--- config.mk ---
export PLATFORM = sky130hd
export DESIGN_NAME = priority_process_scheduler
export DESIGN_NICKNAME = d
export VERILOG_FILES = /design/src/rtl/pps_pkg.sv /design/src/rtl/pps_slot_mem.sv /design/src/rtl/priority_process_scheduler.sv
export SDC_FILE = /design/constraint.sdc
export NUM_CORES = 1
export LEC_CHECK = 0
export BUFFER_PORTS_ARGS = -buffer_cell sky130_fd_sc_hd__buf_2
export CAP_MARGIN = 10
export CORE_ASPECT_RATIO = 1.2
export CORE_MARGIN = 3
export CORE_UTILIZATION = 40
export CTS_BUF_LIST = sky130_fd_sc_hd__clkbuf_4
export CTS_CLUSTER_DIAMETER = 80
export CTS_CLUSTER_SIZE = 8
export DETAILED_ROUTE_END_ITERATION = 6
export PLACE_DENSITY = 0.61
export SLEW_MARGIN = 20
export SYNTH_ARGS = -nofsm -noshare
export SYNTH_HDL_FRONTEND = slang
export SYNTH_SLANG_ARGS = --single-unit
--- constraint.sdc ---
create_clock -name clk -period 4.66 [get_ports clk]
set_input_delay 0.466 -clock clk [delete_from_list [all_inputs] [get_ports clk]]
set_output_delay 0.466 -clock clk [all_outputs]
set_load 0.02 [all_outputs]
--- src/rtl/pps_pkg.sv ---
`default_nettype none
// ----------------------------------------------------------------------------
// pps_pkg
// Shared types and constants of the priority process scheduler.
// ----------------------------------------------------------------------------
package pps_pkg;

	localparam int SLOTS_DEF    = 16;
	localparam int PID_BITS_DEF = 16;

	localparam int PRIO_W     = 8;
	localparam int CREDIT_W   = 9;
	localparam int SLOT_OUT_W = 4;
	localparam int PID_OUT_W  = 16;

	typedef enum logic [1:0] {
		ACT_TICK   = 2'd0,
		ACT_CREATE = 2'd1,
		ACT_EXIT   = 2'd2
	} action_t;

endpackage
`default_nettype wire

--- src/rtl/pps_slot_mem.sv ---
`default_nettype none
// ----------------------------------------------------------------------------
// pps_slot_mem
// Slot table memory: priority and pid per slot, one write and one read port,
// read data registered. Slot 0 reads as priority 1, pid 1 until written.
// ----------------------------------------------------------------------------
module pps_slot_mem #(
	parameter int SLOTS    = pps_pkg::SLOTS_DEF,
	parameter int PID_BITS = pps_pkg::PID_BITS_DEF
) (
	input  wire                          clk,
	input  wire                          arst_n,
	input  wire                          wr_en,
	input  wire  [$clog2(SLOTS)-1:0]     wr_idx,
	input  wire  [pps_pkg::PRIO_W-1:0]   wr_prio,
	input  wire  [PID_BITS-1:0]          wr_pid,
	input  wire                          rd_en,
	input  wire  [$clog2(SLOTS)-1:0]     rd_idx,
	output logic [pps_pkg::PRIO_W-1:0]   rd_prio,
	output logic [PID_BITS-1:0]          rd_pid
);

	localparam int IDX_W  = $clog2(SLOTS);
	localparam int WORD_W = pps_pkg::PRIO_W + PID_BITS;

	logic [WORD_W-1:0] mem_q [SLOTS];
	logic [WORD_W-1:0] rd_word_s1;
	logic              rd_zero_s1;
	logic              w0_q;

	always_ff @(posedge clk) begin
		if (wr_en) begin
			mem_q[wr_idx] <= {wr_prio, wr_pid};
		end
		if (rd_en) begin
			rd_word_s1 <= mem_q[rd_idx];
		end
	end

	// slot 0 holds its reset contents until first written
	always_ff @(posedge clk or negedge arst_n) begin
		if (!arst_n) begin
			w0_q       <= 1'b0;
			rd_zero_s1 <= 1'b0;
		end else begin
			if (wr_en && wr_idx == IDX_W'(0)) begin
				w0_q <= 1'b1;
			end
			if (rd_en) begin
				rd_zero_s1 <= (rd_idx == IDX_W'(0));
			end
		end
	end

	always_comb begin
		if (rd_zero_s1 && !w0_q) begin
			rd_prio = pps_pkg::PRIO_W'(1);
			rd_pid  = PID_BITS'(1);
		end else begin
			rd_prio = rd_word_s1[WORD_W-1:PID_BITS];
			rd_pid  = rd_word_s1[PID_BITS-1:0];
		end
	end

endmodule
`default_nettype wire

--- src/rtl/priority_process_scheduler.sv ---
`default_nettype none
// ----------------------------------------------------------------------------
// priority_process_scheduler
// Process-slot table with a credit-counting priority scheduler.
// ----------------------------------------------------------------------------
// Use:
//  - Command port: raise start with action and priority_req while busy is
//    low; the word is taken at that edge and busy rises the next cycle.
//  - Actions: schedule tick, create process, exit running process and then
//    schedule. Any other code is ignored and answered at once.
//  - Result port: done is high for exactly one cycle with running_slot,
//    running_pid, switched, new_pid, new_slot and table_full valid. The
//    receiver cannot stall; the word is gone after that cycle.
//  - Scan: a tick or exit scans SLOTS+1 positions, one slot table read
//    a cycle through a memory with registered read data, and stops at the
//    first slot picked. A create walks the live bits from slot 0, one a
//    cycle, and stops at the first free slot.
//  - One word is worked on at a time; busy falls in the cycle done is high,
//    so the next word may be taken at the edge that ends it.
//  - Reset (arst_n low): slot 0 live with priority 1 and pid 1, all other
//    slots free, credit 0, next pid 2, slot 0 running. No clearing pass.
// ----------------------------------------------------------------------------
module priority_process_scheduler #(
	parameter int SLOTS    = pps_pkg::SLOTS_DEF,
	parameter int PID_BITS = pps_pkg::PID_BITS_DEF
) (
	input  wire                              clk,
	input  wire                              arst_n,
	input  wire                              start,
	output logic                             busy,
	input  wire  [1:0]                       action,
	input  wire  [pps_pkg::PRIO_W-1:0]       priority_req,
	output logic                             done,
	output logic [pps_pkg::SLOT_OUT_W-1:0]   running_slot,
	output logic [pps_pkg::PID_OUT_W-1:0]    running_pid,
	output logic                             switched,
	output logic [pps_pkg::PID_OUT_W-1:0]    new_pid,
	output logic [pps_pkg::SLOT_OUT_W-1:0]   new_slot,
	output logic                             table_full
);

	localparam int IDX_W = $clog2(SLOTS);
	localparam int CNT_W = $clog2(SLOTS + 2);
	localparam int SO_W  = pps_pkg::SLOT_OUT_W;
	localparam int PO_W  = pps_pkg::PID_OUT_W;
	localparam int CR_W  = pps_pkg::CREDIT_W;
	localparam logic [IDX_W-1:0] LAST_IDX  = IDX_W'(SLOTS - 1);
	localparam logic [CNT_W-1:0] LAST_CNT  = CNT_W'(SLOTS);
	localparam logic [SLOTS-1:0] LIVE_RST  = {{(SLOTS-1){1'b0}}, 1'b1};

	typedef enum logic [1:0] {
		ST_IDLE,
		ST_SCAN,
		ST_FIND
	} state_t;

	state_t                      state_q;
	logic [SLOTS-1:0]            live_q;       // per-slot live flags
	logic [IDX_W-1:0]            run_q;        // running slot
	logic [PID_BITS-1:0]         cur_pid_q;    // pid held by the running slot
	logic [CR_W-1:0]             credit_q;
	logic [PID_BITS-1:0]         next_pid_q;
	logic [pps_pkg::PRIO_W-1:0]  prio_q;       // priority of a pending create

	// scan: issue side and evaluate side (read data arrives in the next cycle)
	logic [IDX_W-1:0]            iss_q;
	logic [CNT_W-1:0]            iss_cnt_q;
	logic                        ev_v_s1;
	logic [IDX_W-1:0]            ev_k_s1;
	logic                        ev_last_s1;
	logic [IDX_W-1:0]            find_q;       // free-slot search pointer

	logic                        done_q;
	logic                        switched_q;
	logic                        full_q;
	logic [SO_W-1:0]             new_slot_q;
	logic [PO_W-1:0]             new_pid_q;

	// memory port signals
	logic                        rd_en;
	logic                        wr_en;
	logic [pps_pkg::PRIO_W-1:0]  rd_prio;
	logic [PID_BITS-1:0]         rd_pid;

	// evaluate stage
	logic                        ev_live;
	logic                        p_nz;
	logic                        take;
	logic                        clr;
	logic                        pick;
	logic [CR_W-1:0]             p_ext;
	logic [IDX_W-1:0]            iss_nx;
	logic                        word_end;     // result word goes out next cycle

	// output width adaptation
	logic [IDX_W+SO_W-1:0]       run_ext;
	logic [IDX_W+SO_W-1:0]       find_ext;
	logic [PID_BITS+PO_W-1:0]    cur_pid_ext;
	logic [PID_BITS+PO_W-1:0]    next_pid_ext;

	assign run_ext      = {{SO_W{1'b0}}, run_q};
	assign find_ext     = {{SO_W{1'b0}}, find_q};
	assign cur_pid_ext  = {{PO_W{1'b0}}, cur_pid_q};
	assign next_pid_ext = {{PO_W{1'b0}}, next_pid_q};

	// one read per cycle while positions of the SLOTS+1 walk remain
	assign rd_en  = (state_q == ST_SCAN) && (iss_cnt_q <= LAST_CNT);
	assign iss_nx = (iss_q == LAST_IDX) ? '0 : iss_q + IDX_W'(1);

	// create writes the first free slot found
	assign wr_en  = (state_q == ST_FIND) && !live_q[find_q];

	pps_slot_mem #(
		.SLOTS    (SLOTS),
		.PID_BITS (PID_BITS)
	) u_mem (
		.clk     (clk),
		.arst_n  (arst_n),
		.wr_en   (wr_en),
		.wr_idx  (find_q),
		.wr_prio (prio_q),
		.wr_pid  (next_pid_q),
		.rd_en   (rd_en),
		.rd_idx  (iss_q),
		.rd_prio (rd_prio),
		.rd_pid  (rd_pid)
	);

	// Credit rule: a nonzero priority at or above the credit wins and bumps
	// the credit; one just below it (p+1 == credit) clears the credit; a
	// zero priority wins only away from the starting slot.
	always_comb begin
		ev_live = live_q[ev_k_s1];
		p_ext   = {1'b0, rd_prio};
		p_nz    = (rd_prio != '0);
		take    = ev_live && p_nz && (p_ext >= credit_q);
		clr     = ev_live && p_nz && !take && ((p_ext + CR_W'(1)) == credit_q);
		pick    = take || (ev_live && !p_nz && (ev_k_s1 != run_q));
	end

	// answered at once for an unused code, else at the end of the scan or search
	assign word_end = ((state_q == ST_IDLE) && start &&
			!(action inside {pps_pkg::ACT_TICK, pps_pkg::ACT_CREATE, pps_pkg::ACT_EXIT}))
		|| ((state_q == ST_SCAN) && ev_v_s1 && (pick || ev_last_s1))
		|| ((state_q == ST_FIND) && (!live_q[find_q] || (find_q == LAST_IDX)));

	always_ff @(posedge clk or negedge arst_n) begin
		if (!arst_n) begin
			state_q    <= ST_IDLE;
			live_q     <= LIVE_RST;
			run_q      <= '0;
			cur_pid_q  <= PID_BITS'(1);
			credit_q   <= '0;
			next_pid_q <= PID_BITS'(2);
			prio_q     <= '0;
			iss_q      <= '0;
			iss_cnt_q  <= '0;
			ev_v_s1    <= 1'b0;
			ev_k_s1    <= '0;
			ev_last_s1 <= 1'b0;
			find_q     <= '0;
			done_q     <= 1'b0;
			switched_q <= 1'b0;
			full_q     <= 1'b0;
			new_slot_q <= '0;
			new_pid_q  <= '0;
		end else begin
			done_q  <= word_end;
			ev_v_s1 <= rd_en;
			if (rd_en) begin
				ev_k_s1    <= iss_q;
				ev_last_s1 <= (iss_cnt_q == LAST_CNT);
				iss_q      <= iss_nx;
				iss_cnt_q  <= iss_cnt_q + CNT_W'(1);
			end
			case (state_q)
				ST_IDLE: begin
					if (start) begin
						switched_q <= 1'b0;
						full_q     <= 1'b0;
						new_slot_q <= '0;
						new_pid_q  <= '0;
						iss_q      <= run_q;
						iss_cnt_q  <= '0;
						find_q     <= '0;
						prio_q     <= priority_req;
						case (action)
							pps_pkg::ACT_TICK: begin
								state_q <= ST_SCAN;
							end
							pps_pkg::ACT_CREATE: begin
								state_q <= ST_FIND;
							end
							pps_pkg::ACT_EXIT: begin
								live_q[run_q] <= 1'b0;
								state_q       <= ST_SCAN;
							end
							default: begin
								state_q <= ST_IDLE;
							end
						endcase
					end
				end
				ST_SCAN: begin
					if (ev_v_s1) begin
						if (take) begin
							credit_q <= credit_q + CR_W'(1);
						end else if (clr) begin
							credit_q <= '0;
						end
						if (pick) begin
							run_q      <= ev_k_s1;
							cur_pid_q  <= rd_pid;
							switched_q <= 1'b1;
						end
						if (pick || ev_last_s1) begin
							state_q <= ST_IDLE;
						end
					end
				end
				ST_FIND: begin
					if (!live_q[find_q]) begin
						live_q[find_q] <= 1'b1;
						new_slot_q     <= find_ext[SO_W-1:0];
						new_pid_q      <= next_pid_ext[PO_W-1:0];
						next_pid_q     <= next_pid_q + PID_BITS'(1);
						// a freed running slot can be reused at once
						if (find_q == run_q) begin
							cur_pid_q <= next_pid_q;
						end
						state_q <= ST_IDLE;
					end else if (find_q == LAST_IDX) begin
						full_q  <= 1'b1;
						state_q <= ST_IDLE;
					end else begin
						find_q <= find_q + IDX_W'(1);
					end
				end
				default: begin
					state_q <= ST_IDLE;
				end
			endcase
		end
	end

	assign busy         = (state_q != ST_IDLE);
	assign done         = done_q;
	assign running_slot = run_ext[SO_W-1:0];
	assign running_pid  = cur_pid_ext[PO_W-1:0];
	assign switched     = switched_q;
	assign new_pid      = new_pid_q;
	assign new_slot     = new_slot_q;
	assign table_full   = full_q;

endmodule
`default_nettype wire

**After elaboration in Yosys (flattened, before gate mapping)**

Memories as Yosys holds them, arrays and structs flattened. A register that Yosys moved wholly into a read port is not among the register bits.
Index checks and enable logic that the tools add are counted.

- Register bits: 115
- Bits in latches: 0
- Bits in writable memories: 384
- Memory bits (read-only): 0
- Input port bits: 13
- Memories: 1

- $add $sub $neg: 6
- $mul: 0
- Div/mod/pow operators: 0
- $lt $le $gt $ge: 7
- Equality and inequality tests: 21
- Shift-type cells: 0
- Multiplexer cells: 53
- Bitwise logic cells: 4
- Reductions and logical operators: 50

Memory list:

| name | depth | width | rd ports | clocked after Yosys merged registers in | write ports | RTL line | text |
|---|---|---|---|---|---|---|---|
| u_mem.mem_q | 16 | 24 | 1 | 1 | 1 | pps_slot_mem.sv:26 | `logic [WORD_W-1:0] mem_q [SLOTS];` |

Operators with widths:

| cell | number |
|---|---|
| 16-bit 2-to-1 mux | 10 |
| 16-bit one-hot mux with 2 select lines | 3 |
| 4-bit 2-to-1 mux | 8 |
| 4-bit AND reduction | 5 |
| 9-bit 2-to-1 mux | 2 |
| 1-bit logical AND | 17 |
| 16-bit by 1-bit adder with 16-bit output, second input constant | 1 |
| 16-bit AND | 1 |
| 16-bit inverter | 1 |
| 16-bit OR | 1 |
| 4-bit one-hot mux with 2 select lines | 2 |
| 4-bit by 5-bit less-than comparator with 1-bit output, second input constant | 3 |
| 5-bit 2-to-1 mux | 3 |
| 1-bit 2-to-1 mux | 11 |
| 2-bit 2-to-1 mux | 5 |
| 2-bit by 1-bit != test with 1-bit output, second input constant | 5 |
| 2-bit != test, second input constant | 5 |
| 2-bit nonzero test | 5 |
| 8-bit by 1-bit adder with 9-bit output, second input constant | 1 |
| 9-bit by 1-bit adder with 9-bit output, second input constant | 1 |
| 9-bit == test | 1 |
| 8-bit by 9-bit greater-or-equal comparator with 1-bit output | 1 |
| 3-bit AND reduction | 3 |
| 4-bit by 1-bit adder with 4-bit output, second input constant | 2 |
| other kinds (26) | 44 |

**Logic depth before layout (Yosys ltp)**

- Depth after elaboration: 12
- Depth in mapped cells: 15
- Mapped depth without buffers: 11

**Modules after synthesis**

Synthesis repeated with hierarchy kept, for this count alone.

- Cell total of the unflattened synthesis: 1319
- Area, all modules: 21632.0 sq um

Modules (own cells, without submodules):

| module | times used | cells an instance | area each (sq um) | sequential area each (sq um) |
|---|---|---|---|---|
| pps_slot_mem | 1 | 721 | 15736.3 | 12301.8 |
| priority_process_scheduler | 1 | 598 | 5895.7 | 2831.5 |

**Worst setup path before layout**

No wires, ideal clock.

- Path kind: register to register
- Start point: register u_mem.w0_q
- End point: register cur_pid_q[10] (netlist: running_pid[10])
- Arrival time: 3.096 ns
- Required time: 4.535 ns
- Slack: 1.439 ns
- Stages on the path, launching flop included: 15
- Path buffers: 4
- Cell sequence: dfrtp_1 -> nand2b_1 -> buf_2 -> clkbuf_1 -> and2_1 -> ha_1 -> and2b_1 -> o21ai_0 -> a311oi_1 -> nor4_2 -> a2111oi_1 -> o21a_1 -> buf_6 -> buf_12 -> mux2_4

- Word-level cells in the longest chain between the ends: 10
- Elaborated cells between the ends (all ways): 17

RTL lines:

| item | RTL line | text |
|---|---|---|
| from (decl) | pps_slot_mem.sv:29 | `logic w0_q;` |
| from (signal assigned) | pps_slot_mem.sv:43 | `w0_q <= 1'b0;` |
| from (signal assigned) | pps_slot_mem.sv:47 | `w0_q <= 1'b1;` |
| 1-bit zero test (*) | pps_slot_mem.sv:56 | `if (rd_zero_s1 && !w0_q) begin` |
| 1-bit logical AND (*) | pps_slot_mem.sv:56 |  |
| parallel branches: the longest is 8 deep, another holds 8-bit by 9-bit greater-or-equal comparator with 1-bit output | - |  |
| to (signal assigned) | priority_process_scheduler.sv:213 | `cur_pid_q <= rd_pid;` |
| to (signal assigned) | priority_process_scheduler.sv:229 | `cur_pid_q <= next_pid_q;` |
| to (decl) | priority_process_scheduler.sv:60 | `logic [PID_BITS-1:0] cur_pid_q;` |

Every way passes the cells marked *. The select of a mux whose other input is x is not followed.
A chain may end at the register's enable or synchronous reset.

**Worst setup path in the final report**

- Start point: register u_mem.w0_q
- End point: register cur_pid_q[4] (netlist: running_pid[4])

The elaborated chain is that of the path after synthesis.

==> flow_metrics.env <==
export IMPL_run_status="finished, final reports clean"
export IMPL_async_reset_ff_frac=0.2199
export IMPL_drt_iter0_drc=1135
export IMPL_drive_gt1_frac=0.2884
export IMPL_relSlewSlack=0.2985
export IMPL_synth_most_common_cell="edfxtp_1"
export IMPL_worstPathMaxFanout=19
export IMPL_synth_cell_type_count=63
export IMPL_yosys_area_top_type="edfxtp_1"
export IMPL_placed_area_um2=22460
export IMPL_fin_skew_ps=55.08
export IMPL_total_power_uw=12380
export IMPL_clock_latency_ps=790
export IMPL_slew_violations=0
export IMPL_cts_tree="done"
export IMPL_m1WireLength_mm=20.95
export IMPL_ant_nets=0
export IMPL_fp_dieH_um=259.1
export IMPL_rsz0062_at_grt="false"
export IMPL_comb_power_share=0.255
export IMPL_dr_pass1_iters=5
export IMPL_vdd_drop_max_mv=0.3214
export IMPL_design_area_um2=23600
export IMPL_path_clk_slew_ps=100
export IMPL_grt_max_degree=66
export IMPL_synth_nets=1238
export IMPL_p_seq_frac=0.518
export IMPL_initial_core_util=0.4058
export IMPL_clockBufferDepth=3
export IMPL_wl_per_cell_um=23.19
export IMPL_netlist_top_cells_area="edfxtp_1 57%, mux4_2 14%, dfrtp_1 13%"
export IMPL_r2r_start="u_mem.w0_q"
export IMPL_grt_first_pass_wirelength_mm=74.00
export IMPL_crit_chain="nand2b_1 > and2_1 > ha_1 > and2b_1 > o21ai_0 > a211oi_1 > nor4_2 > a2111oi_1 > o21a_1 > buf_4 > mux2_2"
export IMPL_period_share=0.8181
export IMPL_tns_ps=0
export IMPL_synth_cells_most_frequent="408 x edfxtp_1, 128 x mux4_2, 126 x nand2_1"
export IMPL_cts_sinks=523
export IMPL_critPathMaxStageDelay_ps=450
export IMPL_crit_type="reg -> reg"
export IMPL_setup_viol_count_final=0
export IMPL_route_met3_wl_mm=2.466
export IMPL_postCtsSetupBuffers=0
export IMPL_finalCriticalPeriod_ps=3812
export IMPL_grt_overflow=0
export IMPL_tightest_slew_ps=1052
export IMPL_postLayoutSetupSlackWorst_ps=847.9
export IMPL_cts_htree_levels=3
export IMPL_rows=92
export IMPL_worst_setup_path_start_kind="flip-flop"
export IMPL_antenna_found_initial=1
export IMPL_synth_flop_cell="edfxtp_1"
export IMPL_via_per_inst=5.434
export IMPL_cts_made_buffers=75
export IMPL_endpoint_kind="flip-flop"
export IMPL_synth_edf_count=408
export IMPL_grt_pass1_vias=11810
export IMPL_pre_cts_slack_ps=903.6
export IMPL_p_int_uw=8522
export IMPL_power_share_switching=0.3119
export IMPL_port_buffers=56
export IMPL_hpwl_mm=27.67
export IMPL_track_usage=0.1749
export IMPL_synth_cells=1207
export IMPL_fmax_mhz=262.3
export IMPL_cp_slowest_cell="a2111oi_1"
export IMPL_p_leak_uw=0.008305
export IMPL_final_cells=2072
export IMPL_place_inst=1927
export IMPL_cp_arrival_ps=4470
export IMPL_power_density_nw_per_um2=524.8
export IMPL_worstPathRequired_ps=5320
export IMPL_syn_area_um2=21350
export IMPL_nFillCells=4561
export IMPL_clkPwrFrac=0.228
export IMPL_core_um2=52610
export IMPL_gp_congestion=0.8295
export IMPL_ys_seq_area_frac=0.7088
export IMPL_die_area_um2=56190
export IMPL_drcViolationCount=0
export IMPL_yosysWarnings=0
export IMPL_area_growth_pct=10.53
export IMPL_hold_viol_final=0
export IMPL_avgSynthCellArea_um2=17.69
export IMPL_hp_class="in -> async"
export IMPL_ys_ff_latch=523
export IMPL_ioPinCount=57
export IMPL_cap_violations=0
export IMPL_fin_nets=1344
export IMPL_root_buffer="clkbuf_4"
export IMPL_totalWireLength_mm=48.06
export IMPL_path_buf_inv=1
export IMPL_dieWidth_um=216.9
export IMPL_via_count=11260
export IMPL_crit_family="simple AND/OR/NAND/NOR gates"
export IMPL_top_layer_used="met4"
export IMPL_p_sw_uw=3863
export IMPL_route_met2_wl_mm=23.53
export IMPL_synth_top_area_frac=0.5739
export IMPL_critPathLaunch="u_mem.w0_q"
## cells by family (layout without fill, tap and decap cells)
| kind of cell | Yosys count | after routing | synth area share |
|---|---|---|---|
| mux | 161 | 161 | 0.1538 |
| simple gates | 281 | 281 | 0.06218 |
| other cells | 0 | 1 | 0 |
| compound gates | 102 | 102 | 0.03124 |
| fa+ha+maj | 18 | 18 | 0.01055 |
| flops | 523 | 523 | 0.7088 |
| xor+xnor | 38 | 38 | 0.01623 |
| buf+inv | 84 | 243 | 0.01711 |
## power by group through the flow
stage	Clock, uW	Sequential (uW)	Combinational (uW)
after floorplan	0	6100	2540
after global placement	0	6510	3140
after detailed placement	0	6520	3180
after CTS	2920	6420	3200
after global routing	3120	6510	3440
final	2820	6410	3150
## state kept, by name (all words and copies together), names as in the netlist
register and count:
state_q 2, prio_q 8, u_mem.rd_word_s1 24, credit_q 9, u_mem.mem_q 384, new_pid 16
next_pid_q 16, switched 1, iss_q 4, running_pid 16, find_q 4, running_slot 4
ev_last_s1 1, u_mem.rd_zero_s1 1, done 1, table_full 1, new_slot 4, ev_v_s1 1
live_q 16, iss_cnt_q 5, u_mem.w0_q 1, ev_k_s1 4
## final cells by class
type	instances	area, um2	share of cell area
repair buffers	86	578.1	0.02450
clock buffers	126	945.9	0.04009
well taps	705	882.1	0.03738
clock inverters	4	41.29	0.001750
multi-input cells	600	5902	0.2501
inverters	27	101.3	0.004295
diodes	1	2.502	0.0001061
flip-flops and latches	523	15140	0.6418
## stage by stage
step	utilization	hold slack, ps
after floorplan	-	170.4
after global placement	0.4269	458.2
after detailed placement	0.4269	466.0
after CTS	0.4481	310.2
after global routing	0.4486	352.5
final	0.4486	325.5
## worst reg2reg max path, stage by stage (launching register included)
cell       delay [ps]
dfrtp_1           400
nand2b_1          430
and2_1            360
ha_1              300
and2b_1           230
o21ai_0           100
a211oi_1          340
nor4_2            150
a2111oi_1         460
o21a_1            190
buf_4             350
mux2_2            400
## placed cells by master (no fill, tap or decap), types with 8 or more instances in the layout
cell type      count
edfxtp_1         408
mux4_2           128
nand2_1          126
clkbuf_4         126
dfrtp_1          108
buf_2             55
o21ai_0           42
nor2_1            37
xnor2_1           29
inv_1             27
nand3_1           24
ha_1              18
mux2_2            17
and2_2            15
buf_4             15
nand2b_1          13
dlygate4sd3_1     13
a21oi_1           12
nor3_1            12
nand4_1           11
a21o_1            10
mux2_4            10
and3_1             9
xor2_1             8
## worst paths after layout
kind / to / slack, ps / cells after the start
worst max-delay path: running_pid[4] / 850 / 11
worst min register to register: new_pid[14] / 480 / 2
max in group asynchronous: next_pid_q[1] / 3220 / 3
min in group clk: prio_q[3] / 410 / 4
worst min-delay path: prio_q[3] / 330 / 2
worst max register to register: running_pid[4] / 850 / 11
## layer usage
layer,GRT usage,vias up
met2,0.2823,341
met5,0,-
met1,0.2445,5896
met3,0.02997,78
li1,-,4945
met4,0.05637,0
## what timing repair did
| item | CTS | global route |
|---|---|---|
| endpoints found under the setup margin | 0 | 0 |
| resized for setup | 0 | 0 |
| hold buffers | 13 | 0 |
| hold endpoints to repair | 73 | 0 |
No activity file was read; power rests on OpenSTA's default activity.
